## config.mk

```make
export PLATFORM = sky130hd
export DESIGN_NAME = utc_to_local_date_with_dst
export DESIGN_NICKNAME = d
export VERILOG_FILES = /design/src/hw/rtl/utc_pkg.sv /design/src/hw/rtl/utc_to_local_date_with_dst.sv /design/src/hw/rtl/utc_cfg.sv /design/src/hw/rtl/utc_conv.sv
export SDC_FILE = /design/constraint.sdc
export NUM_CORES = 1
export LEC_CHECK = 0
export BUFFER_PORTS_ARGS = -buffer_cell sky130_fd_sc_hd__buf_2
export CORE_ASPECT_RATIO = 1.4
export CORE_MARGIN = 5
export CORE_UTILIZATION = 55
export DETAILED_ROUTE_END_ITERATION = 10
export PLACE_DENSITY = 0.78
export SLEW_MARGIN = 20
export SYNTH_ARGS = -nofsm -noshare
export SYNTH_HDL_FRONTEND = slang
export SYNTH_SLANG_ARGS = --single-unit
```

## constraint.sdc

```tcl
create_clock -name clock -period 11.46 [get_ports clock]
set_input_delay 1.146 -clock clock [delete_from_list [all_inputs] [get_ports clock]]
set_output_delay 1.146 -clock clock [all_outputs]
set_load 0.02 [all_outputs]
```

## src/hw/rtl/utc_pkg.sv

```systemverilog
// Shared types, constants and calendar helpers for the UTC to local date converter.
`default_nettype none

package utc_pkg;

   localparam int YEAR_W   = 12;
   localparam int MONTH_W  = 4;
   localparam int DAY_W    = 5;
   localparam int HOUR_W   = 5;
   localparam int OFFSET_W = 6;

   localparam int CSR_INDEX_W = 3;
   localparam int CSR_DATA_W  = 6;

   localparam logic [CSR_INDEX_W-1:0] CSR_START_MONTH = 3'd0;
   localparam logic [CSR_INDEX_W-1:0] CSR_START_DAY   = 3'd1;
   localparam logic [CSR_INDEX_W-1:0] CSR_END_MONTH   = 3'd2;
   localparam logic [CSR_INDEX_W-1:0] CSR_END_DAY     = 3'd3;
   localparam logic [CSR_INDEX_W-1:0] CSR_STD_OFFSET  = 3'd4;
   localparam logic [CSR_INDEX_W-1:0] CSR_DST_OFFSET  = 3'd5;

   localparam logic [MONTH_W-1:0]  RST_START_MONTH = 4'd3;
   localparam logic [DAY_W-1:0]    RST_START_DAY   = 5'd1;
   localparam logic [MONTH_W-1:0]  RST_END_MONTH   = 4'd11;
   localparam logic [DAY_W-1:0]    RST_END_DAY     = 5'd1;
   localparam logic [OFFSET_W-1:0] RST_STD_OFFSET  = 6'd0;
   localparam logic [OFFSET_W-1:0] RST_DST_OFFSET  = 6'd0;

   localparam int MONTHS_PER_YEAR = 12;
   localparam int HOURS_PER_DAY   = 24;
   localparam int CENTURY         = 100;
   localparam int MAX_CENTURY     = ((1 << YEAR_W) - 1) / CENTURY;

   localparam logic [DAY_W-1:0] LONG_MONTH_DAYS = 5'd31;
   localparam logic [DAY_W-1:0] LEAP_FEB_DAYS   = 5'd29;
   localparam logic [MONTH_W-1:0] FEBRUARY      = 4'd2;

   localparam logic [DAY_W-1:0] MONTH_DAYS [MONTHS_PER_YEAR] = '{
      5'd31, 5'd28, 5'd31, 5'd30, 5'd31, 5'd30,
      5'd31, 5'd31, 5'd30, 5'd31, 5'd30, 5'd31
   };

   typedef struct packed {
      logic [YEAR_W-1:0]  utc_year;
      logic [MONTH_W-1:0] utc_month;
      logic [DAY_W-1:0]   utc_day;
      logic [HOUR_W-1:0]  utc_hour;
   } req_type;

   typedef struct packed {
      logic [YEAR_W-1:0]  local_year;
      logic [MONTH_W-1:0] local_month;
      logic [DAY_W-1:0]   local_day;
      logic [HOUR_W-1:0]  local_hour;
      logic               dst_active;
   } rsp_type;

   typedef struct packed {
      logic [MONTH_W-1:0]  start_month;
      logic [DAY_W-1:0]    start_day;
      logic [MONTH_W-1:0]  end_month;
      logic [DAY_W-1:0]    end_day;
      logic [OFFSET_W-1:0] std_offset;
      logic [OFFSET_W-1:0] dst_offset;
   } cfg_type;

   // Year divisible by 100: compare against every multiple in range.
   function automatic logic is_century(input logic [YEAR_W-1:0] year);
      logic hit;
      hit = 1'b0;
      for (int k = 0; k <= MAX_CENTURY; k++) begin
         hit = hit | (year == YEAR_W'(k * CENTURY));
      end
      return hit;
   endfunction

   // A century year is divisible by 400 exactly when it is divisible by 16.
   function automatic logic is_leap(input logic [YEAR_W-1:0] year);
      return (year[1:0] == 2'b00) && (!is_century(year) || (year[3:0] == 4'b0000));
   endfunction

   function automatic logic [DAY_W-1:0] month_len(input logic [MONTH_W-1:0] month,
                                                  input logic leap);
      logic [DAY_W-1:0] len;
      if (month == 4'd0 || month > 4'(MONTHS_PER_YEAR)) begin
         len = LONG_MONTH_DAYS;
      end else if (month == FEBRUARY && leap) begin
         len = LEAP_FEB_DAYS;
      end else begin
         len = MONTH_DAYS[month - 4'd1];
      end
      return len;
   endfunction

endpackage

`default_nettype wire

```

## src/hw/rtl/utc_to_local_date_with_dst.sv

```systemverilog
// Top level: UTC date and hour to local date and hour with a DST window.
//
// One response per request. A request is registered on acceptance, converted by
// the datapath and registered again; one request per cycle is taken sustained
// while the response side is not stalled. The input and output registers form a
// two-entry pipeline, so one more request is taken while a finished response
// waits on rsp_stall. The configuration port is always ready; the user is to write
// it only while no request is in flight; the block does not enforce this.
`default_nettype none

module utc_to_local_date_with_dst (
   input  wire                               clock,
   input  wire                               reset,
   input  wire                               req_valid,
   output logic                              req_stall,
   input  utc_pkg::req_type                  req_payload,
   output logic                              rsp_valid,
   input  wire                               rsp_stall,
   output utc_pkg::rsp_type                  rsp_payload,
   input  wire                               csr_valid,
   output logic                              csr_ready,
   input  wire  [utc_pkg::CSR_INDEX_W-1:0]   csr_index,
   input  wire  [utc_pkg::CSR_DATA_W-1:0]    csr_data
);
   import utc_pkg::*;

   cfg_type cfg;
   req_type s1_req_ff;
   rsp_type s2_rsp_ff, s2_rsp_in;
   logic    s1_valid_ff, s1_valid_in;
   logic    s2_valid_ff, s2_valid_in;
   logic    adv1, adv2;

   utc_cfg u_cfg (
      .clock     (clock),
      .reset     (reset),
      .csr_valid (csr_valid),
      .csr_ready (csr_ready),
      .csr_index (csr_index),
      .csr_data  (csr_data),
      .cfg       (cfg)
   );

   utc_conv u_conv (
      .req (s1_req_ff),
      .cfg (cfg),
      .rsp (s2_rsp_in)
   );

   assign adv2      = !s2_valid_ff || !rsp_stall;
   assign adv1      = !s1_valid_ff || adv2;
   assign req_stall = !adv1;

   assign s1_valid_in = adv1 ? req_valid : s1_valid_ff;
   assign s2_valid_in = adv2 ? s1_valid_ff : s2_valid_ff;

   assign rsp_valid   = s2_valid_ff;
   assign rsp_payload = s2_rsp_ff;

   always_ff @(posedge clock) begin
      if (reset) begin
         s1_valid_ff <= 1'b0;
         s2_valid_ff <= 1'b0;
      end else begin
         s1_valid_ff <= s1_valid_in;
         s2_valid_ff <= s2_valid_in;
      end
   end

   always_ff @(posedge clock) begin
      if (adv1) begin
         s1_req_ff <= req_payload;
      end
      if (adv2 && s1_valid_ff) begin
         s2_rsp_ff <= s2_rsp_in;
      end
   end

endmodule

`default_nettype wire

```

## src/hw/rtl/utc_cfg.sv

```systemverilog
// Configuration registers for the DST window and hour offsets.
`default_nettype none

module utc_cfg (
   input  wire                                clock,
   input  wire                                reset,
   input  wire                                csr_valid,
   output logic                               csr_ready,
   input  wire  [utc_pkg::CSR_INDEX_W-1:0]    csr_index,
   input  wire  [utc_pkg::CSR_DATA_W-1:0]     csr_data,
   output utc_pkg::cfg_type                   cfg
);
   import utc_pkg::*;

   cfg_type cfg_ff, cfg_in;

   assign csr_ready = 1'b1;
   assign cfg       = cfg_ff;

   always_comb begin
      cfg_in = cfg_ff;
      if (csr_valid) begin
         case (csr_index)
            CSR_START_MONTH: cfg_in.start_month = csr_data[MONTH_W-1:0];
            CSR_START_DAY:   cfg_in.start_day   = csr_data[DAY_W-1:0];
            CSR_END_MONTH:   cfg_in.end_month   = csr_data[MONTH_W-1:0];
            CSR_END_DAY:     cfg_in.end_day     = csr_data[DAY_W-1:0];
            CSR_STD_OFFSET:  cfg_in.std_offset  = csr_data[OFFSET_W-1:0];
            CSR_DST_OFFSET:  cfg_in.dst_offset  = csr_data[OFFSET_W-1:0];
            default:         cfg_in = cfg_ff;
         endcase
      end
   end

   always_ff @(posedge clock) begin
      if (reset) begin
         cfg_ff.start_month <= RST_START_MONTH;
         cfg_ff.start_day   <= RST_START_DAY;
         cfg_ff.end_month   <= RST_END_MONTH;
         cfg_ff.end_day     <= RST_END_DAY;
         cfg_ff.std_offset  <= RST_STD_OFFSET;
         cfg_ff.dst_offset  <= RST_DST_OFFSET;
      end else begin
         cfg_ff <= cfg_in;
      end
   end

endmodule

`default_nettype wire

```

## src/hw/rtl/utc_conv.sv

```systemverilog
// Conversion datapath: DST decision, hour offset and day/month/year carry.
`default_nettype none

module utc_conv (
   input  utc_pkg::req_type  req,
   input  utc_pkg::cfg_type  cfg,
   output utc_pkg::rsp_type  rsp
);
   import utc_pkg::*;

   logic                      dst;
   logic                      leap;
   logic [OFFSET_W-1:0]       offset;
   logic signed [6:0]         h_sum;
   logic signed [6:0]         h_adj;
   logic                      day_inc;
   logic                      day_dec;
   logic [DAY_W-1:0]          len_cur;
   logic [DAY_W-1:0]          len_prev;
   logic signed [6:0]         d_sum;
   logic                      mon_inc;
   logic                      mon_dec;
   logic signed [5:0]         m_sum;

   always_comb begin
      if (cfg.start_month == cfg.end_month) begin
         dst = (req.utc_month == cfg.start_month) && (req.utc_day >= cfg.start_day) &&
               (req.utc_day < cfg.end_day);
      end else begin
         dst = ((req.utc_month == cfg.start_month) && (req.utc_day >= cfg.start_day)) ||
               ((req.utc_month > cfg.start_month) && (req.utc_month < cfg.end_month)) ||
               ((req.utc_month == cfg.end_month) && (req.utc_day < cfg.end_day));
      end

      offset = dst ? cfg.dst_offset : cfg.std_offset;
      h_sum  = signed'({2'b00, req.utc_hour}) + signed'({offset[OFFSET_W-1], offset});
      day_inc = 1'b0;
      day_dec = 1'b0;
      if (h_sum >= 7'sd24) begin
         h_adj   = h_sum - 7'sd24;
         day_inc = 1'b1;
      end else if (h_sum < 7'sd0) begin
         h_adj   = h_sum + 7'sd24;
         day_dec = 1'b1;
      end else begin
         h_adj = h_sum;
      end

      leap    = is_leap(req.utc_year);
      len_cur = month_len(req.utc_month, leap);
      if (req.utc_month inside {[4'd2:4'd12]}) begin
         len_prev = month_len(req.utc_month - 4'd1, leap);
      end else begin
         len_prev = LONG_MONTH_DAYS;
      end

      d_sum = signed'({2'b00, req.utc_day}) + (day_inc ? 7'sd1 : 7'sd0) -
              (day_dec ? 7'sd1 : 7'sd0);
      mon_inc = 1'b0;
      mon_dec = 1'b0;
      if (d_sum > signed'({2'b00, len_cur})) begin
         rsp.local_day = 5'd1;
         mon_inc       = 1'b1;
      end else if (d_sum < 7'sd1) begin
         rsp.local_day = len_prev;
         mon_dec       = 1'b1;
      end else begin
         rsp.local_day = d_sum[DAY_W-1:0];
      end

      m_sum = signed'({2'b00, req.utc_month}) + (mon_inc ? 6'sd1 : 6'sd0) -
              (mon_dec ? 6'sd1 : 6'sd0);
      if (m_sum > 6'sd12) begin
         rsp.local_month = 4'd1;
         rsp.local_year  = req.utc_year + 12'd1;
      end else if (m_sum < 6'sd1) begin
         rsp.local_month = 4'(MONTHS_PER_YEAR);
         rsp.local_year  = req.utc_year - 12'd1;
      end else begin
         rsp.local_month = m_sum[MONTH_W-1:0];
         rsp.local_year  = req.utc_year;
      end

      rsp.local_hour = h_adj[HOUR_W-1:0];
      rsp.dst_active = dst;
   end

endmodule

`default_nettype wire

```

# After elaboration in Yosys (flattened, before gate mapping)
# Memory sizes are Yosys's and may differ from the RTL's.
# Index checks and enable logic that the tools add are counted.
[classes]
addsub = 11
mul = 0
div_mod_pow = 0
n_lt_le_gt_ge = 16
eq_ne = 50
n_shift = 0
muxes = 26
n_bitwise = 42
reduce_logical = 34
[ops]
columns = ["operator", "count"]
rows = [
  ["$eq 12x12->1 const B", 20],
  ["$eq 12x11->1 const B", 10],
  ["$eq 12x10->1 const B", 5],
  ["$mux 5", 12],
  ["$or 1x1->1", 40],
  ["$eq 12x9->1 const B", 3],
  ["$mux 16", 2],
  ["$add 12x1->12 const B", 1],
  ["$eq 12x7->1 const B", 1],
  ["$eq 12x8->1 const B", 1],
  ["$eq 4x4->1", 3],
  ["$logic_not 12->1", 1],
  ["$logic_not 4->1", 3],
  ["$reduce_and 2->1", 6],
  ["$sub 12x1->12 const B", 1],
  ["$mux 1", 11],
  ["$ge 5x5->1 const B", 2],
  ["$not 4->5", 2],
  ["$logic_and 1x1->1", 9],
  ["$eq 4x2->1 const B", 2],
  ["$gt 4x4->1 const B", 2],
  ["$sub 4x1->4 const B", 2],
  ["$add 6x6->7", 1],
  ["$add 6x7->7", 1],
  ["other kinds (26)", 38],
]
[word_totals]
register_bits = 85
latch_bits = 0
mem_bits_rw = 0
romBits = 160
input_bits = 40
output_inout_bits = 30
elab_cells = 199
memories = 2
[mem_list]
columns = ["name", "depth", "word_bits", "read_ports", "rd_ports_with_merged_regs", "write_ports", "line", "text"]
rows = [
  ["(no name shown)", 16, 5, 1, 0, 0, "utc_pkg.sv:90", "len = MONTH_DAYS[month - 4'd1];"],
  ["(no name shown)", 16, 5, 1, 0, 0, "utc_pkg.sv:90", ""],
]

# Depth between registers and ports, before layout
# Gate-level depths: netlist (run 1).
[logic_depth]
word_depth = 55
ltp_mapped = 44
depth_no_buf = 43

# Modules after synthesis
# Synthesis (run 1) repeated with hierarchy kept, for this count alone.
[unflattened]
hier_cells = 603
area_unflattened_um2 = 5761.8
[modules_own_cells]
columns = ["module", "n_inst", "cells_per_inst", "area_each_um2"]
rows = [
  ["utc_conv", 1, 425, 2852.7],
  ["utc_to_local_date_with_dst", 1, 62, 1675.4],
  ["utc_cfg", 1, 116, 1233.7],
]

# Least setup slack after synthesis (run 1)
# OpenSTA, ideal clock, no wires.
[synth_timing]
kind = "register -> register"
start = "reg s1_req_ff[10] (netlist bit)"
end = "reg s2_rsp_ff (netlist bit rsp_payload[18]) (data pin)"
setup_time_ps = 268
arrival_time_ps = 8292
required_ps = 11192
setup_slack_ps = 2900
path_stages_with_launch = 44
n_path_buf = 1
synth_period_minus_slack_ps = 8560
path_cell_list = "edfxtp_1 -> clkbuf_1 -> inv_1 -> ha_1 -> nor2b_1 -> o21a_1 -> o21a_1 -> o2111ai_1 -> a21oi_1 -> nor2_1 -> mux2_2 -> ha_1 -> inv_1 -> fa_1 -> inv_1 -> a21oi_1 -> o21bai_1 -> and2_1 -> (+8 left out) -> inv_1 -> fa_1 -> nand2b_1 -> a21oi_1 -> xnor2_2 -> nor3_1 -> a41oi_1 -> inv_1 -> ha_1 -> fa_1 -> o21bai_1 -> a21oi_1 -> xnor2_1 -> or4_1 -> a211oi_4 -> nor2_2 -> o22ai_2 -> xor2_1"
[synth_rtl]
columns = ["element", "line", "text"]
rows = [
  ["from (decl)", "utc_to_local_date_with_dst.sv:28", "req_type s1_req_ff;"],
  ["from (signal assigned)", "utc_to_local_date_with_dst.sv:72", "s1_req_ff <= req_payload;"],
  ["to (signal assigned)", "utc_to_local_date_with_dst.sv:75", "s2_rsp_ff <= s2_rsp_in;"],
  ["to (decl)", "utc_to_local_date_with_dst.sv:29", "rsp_type s2_rsp_ff, s2_rsp_in;"],
]

==> results.ini, run 1 <==
[global_route]
antenna_found_initial=0
grt_util_met1=0.2509
grt.met2_usage=0.3990
first_global_vias=4873
globalRouteMet3Util=0.03335
grt-ovfl-total=0
first_pass_grt_wire_length_um=23160
grt_max_degree=30
gr-usage-all-layers=0.2191
busiest_layer_in_global_routing=met2

[timing]
setup_repair_after_global_routing_missed_its_margin=false
post-route-worst-setup-slack_ps=1738
timing.final.hold_violations=0
final.setup_skew_ps=6.364
finalSetupTns_ps=0
tightest_slew_ps=1133
drv_slew=0
fmax_mhz=102.9
period_share=0.8484
period_needed_ps=9722
timing.max_slew.rel_slack=0.2389
finish_stage_setup_viols=0

[final_layout]
fin_nets=763
area_occupied_by_multi_input_gates_um2=3379
final_area_um2=6646
area_growth_syn_to_layout_pct=13.19
utilization=0.6388
post_route_cells_drive_above_1_share=0.1691
antenna_cells=0
fillerInstances=847
final-seq-area_um2=2232

[place]
place_worst_setup_slack_ps=1770
gp_congestion=0.9342
cell_area_after_placement_um2=6324
place.detailed.hpwl_um=10550
place.port_buffers=68

[critical_path]
crit_path_start_kind=flop
end_kind=flop
worst_setup_path_endpoint=rsp_payload[26]
arrival_ps=9800
setup.reg_to_reg.worst_slack_ps=1740
slowest_stage=sky130_fd_sc_hd__edfxtp_1
r2r-start=s1_req_ff[10]
critPathBufInv=6
critical_path_cell_count=42
worstSetupStartpoint=s1_req_ff[10]
slowest_stage_delay_cp_ps=550
path_class=reg2reg
cp_max_fo=12
crit_top_cell=sky130_fd_sc_hd__inv_1
required_ps=11540
worst_r2r_endpoint=rsp_payload[26]
ff2ff_path_depth=42
critical_path.top_delay_family=compound AO/OA/AOI/OAI gates

[clock_network]
tritoncts=yes
post_cts.resized_instances=0
cts_inserted_buffers=9
htree_num_levels=3
clock_insertion_delay_worst_skew_ps=340
cts.sinks=85
cts_hold_buf=0
clock_tree.buffer_depth=2
clk_pin_slew_worst_paths_ps=60
cts_setup_buffers=0
root_buffer=sky130_fd_sc_hd__clkbuf_16

[synth]
yosysSeqAreaShare=0.3801
synth_commonest_cells=sky130_fd_sc_hd__nor2_1, sky130_fd_sc_hd__edfxtp_1, sky130_fd_sc_hd__ha_1
mappedNetlistArea_um2=5872
async_flop_share=0
synthSimpleGateAreaFrac=0.1681
synth_compound_area_frac=0.1918
ys_seq_elements=85
syn_avg_cell_area_um2=9.658
synth.net_count=702
post_synth_mux_area_share=0.05242
yosys_warnings=0
synth_most_common_cell=sky130_fd_sc_hd__nor2_1
number_of_flops_mapped_to_enable_cells_by_yosys=53
top_flip_flop_cell_by_instance_count_after_synthesis=sky130_fd_sc_hd__edfxtp_1
synth_top_cells_by_area=sky130_fd_sc_hd__edfxtp_1, sky130_fd_sc_hd__dfxtp_1, sky130_fd_sc_hd__ha_1
synth_adder_area_share=0.1189
largest_family_of_logic_cells_by_synthesized_area=compound AO/OA/AOI/OAI gates
netlist_instances=608
yosys.area_share.xor_xnor=0.04304
post-synth-top-area-fraction=0.2710
synth.largest_area_cell=sky130_fd_sc_hd__edfxtp_1
yosys.cell_types.count=81

[power]
power.leakage_nw=2.774
vdd.ir_drop.worst_uv=82.77
power_density_nw_per_um2=133.2

[drt]
drt_wl_total_um=13920
drt_iter0_markers=351
detailed_routing_iteration_count_for_the_pre_antenna_repair_pass=5
routed_via_density=5.925
antenna_left=0
route.detailed.drc=0
per_cell_routed_wire_length_um=17.15
detailroute.via_count=4811

[run]
cap_violations=0

[floorplanning]
initial_core_util=0.5643
design.core.area_um2=10410
fp_rows=44
die-area_um2=12870
dieHeight_um=132.3
io-pin-count=70
die_width_um=97.33

[hold_path]
timing.hold.worst.class=reg2reg

[outcome]
outcome=complete, no violations

==> stage by stage <==
stage	hold slack, ps	total power [mW]	cells
after CTS	496.4	0.8900	812
final	494.0	0.8854	812
after detailed placement	480.9	0.5718	796
after floorplan	445.7	0.5206	608
after global routing	526.3	0.9288	812
after global placement	458.0	0.5655	796
==> placed cells by master (no fill, tap or decap), types with 6 or more instances in the layout <==
| master | n |
|---|---|
| sky130_fd_sc_hd__a211o_1 | 6 |
| sky130_fd_sc_hd__a21o_1 | 10 |
| sky130_fd_sc_hd__a21oi_1 | 33 |
| sky130_fd_sc_hd__buf_2 | 68 |
| sky130_fd_sc_hd__clkbuf_16 | 9 |
| sky130_fd_sc_hd__dfxtp_1 | 32 |
| sky130_fd_sc_hd__edfxtp_1 | 53 |
| sky130_fd_sc_hd__ha_1 | 51 |
| sky130_fd_sc_hd__inv_1 | 49 |
| sky130_fd_sc_hd__mux2_2 | 6 |
| sky130_fd_sc_hd__mux2i_1 | 24 |
| sky130_fd_sc_hd__nand2_1 | 34 |
| sky130_fd_sc_hd__nand2b_1 | 11 |
| sky130_fd_sc_hd__nand3_1 | 13 |
| sky130_fd_sc_hd__nand4_1 | 8 |
| sky130_fd_sc_hd__nor2_1 | 58 |
| sky130_fd_sc_hd__nor2b_1 | 11 |
| sky130_fd_sc_hd__nor3_1 | 19 |
| sky130_fd_sc_hd__nor3b_1 | 6 |
| sky130_fd_sc_hd__o21a_1 | 7 |
| sky130_fd_sc_hd__o21ai_0 | 16 |
| sky130_fd_sc_hd__o21bai_1 | 6 |
| sky130_fd_sc_hd__o22ai_1 | 7 |
| sky130_fd_sc_hd__xnor2_1 | 11 |
| sky130_fd_sc_hd__xor2_1 | 16 |
==> worst min path at each step <==
| stage | startpoint | cells past startpoint | end |
|---|---|---|---|
| floorplan | u_cfg.cfg[12] | 2 | u_cfg.cfg[12] |
| global placement | u_cfg.cfg[12] | 2 | u_cfg.cfg[12] |
| detailed placement | u_cfg.cfg[12] | 2 | u_cfg.cfg[12] |
| CTS | u_cfg.cfg[12] | 2 | u_cfg.cfg[12] |
| global route | s1_valid_ff | 2 | rsp_valid |
| finish | u_cfg.cfg[12] | 2 | u_cfg.cfg[12] |
==> worst register-to-register path, delay by kind of cell (launching register included) <==
| family | cells | cell delay [ps] |
|---|---|---|
| simple gates | 8 | 1690 |
| compound gates | 16 | 3260 |
| buf+inv | 6 | 790 |
| xor+xnor | 3 | 570 |
| flops | 1 | 550 |
| fa+ha+maj | 8 | 2200 |
| mux | 1 | 400 |
==> where the power goes <==
part           total [mW]  internal [mW]  switching, mW
registers           0.365          0.347         0.0184
clock network       0.318          0.193          0.125
logic               0.202         0.0812          0.121
==> logic make-up after synthesis <==
| family | count (synthesis) |
|---|---|
| and+or+nand+nor | 192 |
| AOI/OAI and AO/OA | 149 |
| buffers and inverters | 69 |
| DFF | 85 |
| muxes | 30 |
| other | 1 |
| adders and majority gates | 54 |
| xor gates and xnor gates | 28 |
==> sequential cells by signal, indices dropped and copies added, names as in the netlist <==
register and cells:
u_cfg.cfg 30, rsp_payload 27, s1_req_ff 26, rsp_valid 1
s1_valid_ff 1
==> routing by layer <==
metal	wire length (µm)	part of all wire
met1	5506	0.40
met4	507	0.036
met3	590	0.042
met5	0	0
met2	7319	0.53
==> layout make-up <==
cell class / instances / share of cell area
Timing Repair Buffer: 70 / 0.05346
Inverter: 49 / 0.02767
Multi-Input combinational cell: 454 / 0.5085
Sequential cell: 85 / 0.3358
Clock buffer: 10 / 0.03445
Clock inverter: 6 / 0.01412
Tap cell: 138 / 0.02598
Note: power is estimated with default switching activity, not from simulation.
==> run 2, diff against run 1 <==
Settings changed: CORE_UTILIZATION 55 to 54, PLACE_DENSITY 0.78 to 0.8.
Clock period 11.46 ns to 8.91 ns, I/O delays scaled along.
==> run 2 against run 1 <==
Effect of this change: flip-flop and latch count unchanged; core utilization increased by 0.23 points; count of clock-buffer cells in the layout up 1; first-iteration DRC count grew 3.1%; clock power grew 16%; via count increased by 4.3%; critical path type unchanged; largest power group unchanged.
==> results.ini, run 2 (same netlist as run 1, synthesis figures left out) <==
[outcome]
outcome=complete, no violations

[clock_network]
htree_num_levels=3
clock_tree.buffer_depth=2
cts.sinks=85
clock_insertion_delay_worst_skew_ps=350
root_buffer=sky130_fd_sc_hd__clkbuf_16
cts_inserted_buffers=9
clk_pin_slew_worst_paths_ps=70
tritoncts=yes
cts_hold_buf=0

[power]
power.leakage_nw=2.878
vdd.ir_drop.worst_uv=133.7
sw_frac_of_total=0.3149
share_seq_of_total_power=0.410
internal_power_consumption_uw=781.5
net-switching-power_uw=359.3
power_density_nw_per_um2=165.5
comb_power_share=0.266
power.share.clock=0.324

[floorplanning]
io-pin-count=70
dieHeight_um=133.4
die-area_um2=13090
initial_core_util=0.5460
fp_rows=45
die_width_um=98.13
design.core.area_um2=10750

[critical_path]
critical_path.top_delay_family=compound AO/OA/AOI/OAI gates
r2r-start=s1_req_ff[5]
end_kind=flop
worst_r2r_endpoint=rsp_payload[25]
setup.reg_to_reg.worst_slack_ps=290
critPathBufInv=7
slowest_stage=sky130_fd_sc_hd__or4_4
arrival_ps=8700
required_ps=8980
crit_top_cell=sky130_fd_sc_hd__inv_1
cp_max_fo=5
path_class=reg2reg
ff2ff_path_depth=42
crit_path_start_kind=flop
slowest_stage_delay_cp_ps=540

[global_route]
grt_max_degree=30
gr-usage-all-layers=0.2203
first_global_vias=5021
first_pass_grt_wire_length_um=23490
grt-ovfl-total=0
antenna_found_initial=0

[place]
place_worst_setup_slack_ps=-95.75
place_inst=808
place.port_buffers=68
gp_congestion=0.9084
place.detailed.hpwl_um=10890

[timing]
final.setup_skew_ps=7.977
timing.max_slew.rel_slack=0.4039
period_share=0.9678
fmax_mhz=116.0
period_needed_ps=8623
drv_slew=0
finish_stage_setup_viols=0
post-route-worst-setup-slack_ps=286.9
post_route_hold_slack_ps=496.2
tightest_slew_ps=892.2
timing.final.hold_violations=0

[final_layout]
fin_cells=832
final_cell_mix=sky130_fd_sc_hd__buf_2, sky130_fd_sc_hd__nor2_1, sky130_fd_sc_hd__edfxtp_1
area_occupied_by_multi_input_gates_um2=3523
utilization=0.6411
post_route_cells_drive_above_1_share=0.2272
antenna_cells=0
fin_nets=780
final-seq-area_um2=2232
final_common_cell=sky130_fd_sc_hd__buf_2
largest_register_ffs=30
area_growth_syn_to_layout_pct=17.41
fillerInstances=863

[hold_path]
timing.hold.worst_path_depth=2
timing.hold.worst.class=reg2reg
worst_hold_end=u_cfg.cfg[22]
hold_path.startpoint=u_cfg.cfg[22]

[drt]
detailroute.via_count=5018
drt_iter0_markers=362
detailed_routing_iteration_count_for_the_pre_antenna_repair_pass=5
routed_via_density=6.031
antenna_left=0
per_cell_routed_wire_length_um=17.79
route.detailed.drc=0
drt_wl_total_um=14800

[run]
cap_violations=0

[run 2: cell types whose count changed in the layout (fill, tap and decap cells not counted), moves of 3 or more]
cell	previous run	this run
sky130_fd_sc_hd__a21oi_1	33	29
sky130_fd_sc_hd__a21oi_2	0	4
sky130_fd_sc_hd__buf_4	2	18
sky130_fd_sc_hd__ha_1	51	48
sky130_fd_sc_hd__inv_4	0	3
[run 2: area by class of cell]
| type | count | area share |
|---|---|---|
| clock buffers | 11 | 0.03666 |
| inverters | 49 | 0.02668 |
| repair buffers | 87 | 0.07060 |
| well taps | 141 | 0.02559 |
| flip-flops and latches | 85 | 0.3238 |
| multi-input cells | 454 | 0.5111 |
| clock inverters | 5 | 0.005626 |
[run 2: metrics by stage]
stage | setup TNS [ps] | area [µm²] | total power [mW]
detailed placement | -327.4 | 6395 | 0.7448
floorplan | 0 | 5872 | 0.6696
CTS | 0 | 6728 | 1.119
global route | -191.0 | 6894 | 1.192
finish | 0 | 6894 | 1.141
global placement | 0 | 6395 | 0.7355
[run 2: worst register-to-register path, delay by kind of cell (launching register included)]
| family | cells | cell delay [ps] |
|---|---|---|
| xor gates and xnor gates | 2 | 250 |
| adders and majority gates | 8 | 2220 |
| buffers and inverters | 7 | 610 |
| muxes | 1 | 360 |
| and+or+nand+nor | 7 | 1540 |
| DFF | 1 | 450 |
| AOI/OAI and AO/OA | 17 | 2940 |
[run 2: worst max-delay path by stage]
stage                        from              end  slack (ps)  cells after the start
floorplan           s1_req_ff[10]  rsp_payload[18]         350                     43
global placement    s1_req_ff[11]  rsp_payload[18]         240                     40
CTS                  s1_req_ff[5]  rsp_payload[25]           7                     43
finish               s1_req_ff[5]  rsp_payload[25]         290                     42
detailed placement  s1_req_ff[11]  rsp_payload[18]        -100                     41
global route         s1_req_ff[5]  rsp_payload[25]         -80                     42
[run 2: power by group through the flow]
| stage | Sequential, mW | Combinational (mW) | Clock [mW] |
|---|---|---|---|
| 2_1_floorplan | 0.479 | 0.191 | 0 |
| 3_3_place_gp | 0.475 | 0.260 | 0 |
| 3_5_place_dp | 0.476 | 0.269 | 0 |
| 4_1_cts | 0.467 | 0.276 | 0.375 |
| 5_1_grt | 0.470 | 0.328 | 0.394 |
| 6_report | 0.468 | 0.303 | 0.370 |
[run 2: what timing repair did]
action                                  4_1_cts  5_1_grt
resized for setup                             6       24
pin swaps                                     3        9
setup buffers                                 2        6
endpoints found under the setup margin       14       16
[run 2: routing by layer]
metal  track usage  share of wire
met2        0.3985           0.52
met1        0.2367           0.37
met3       0.04243          0.051
met4        0.1268          0.051
met5             0              0
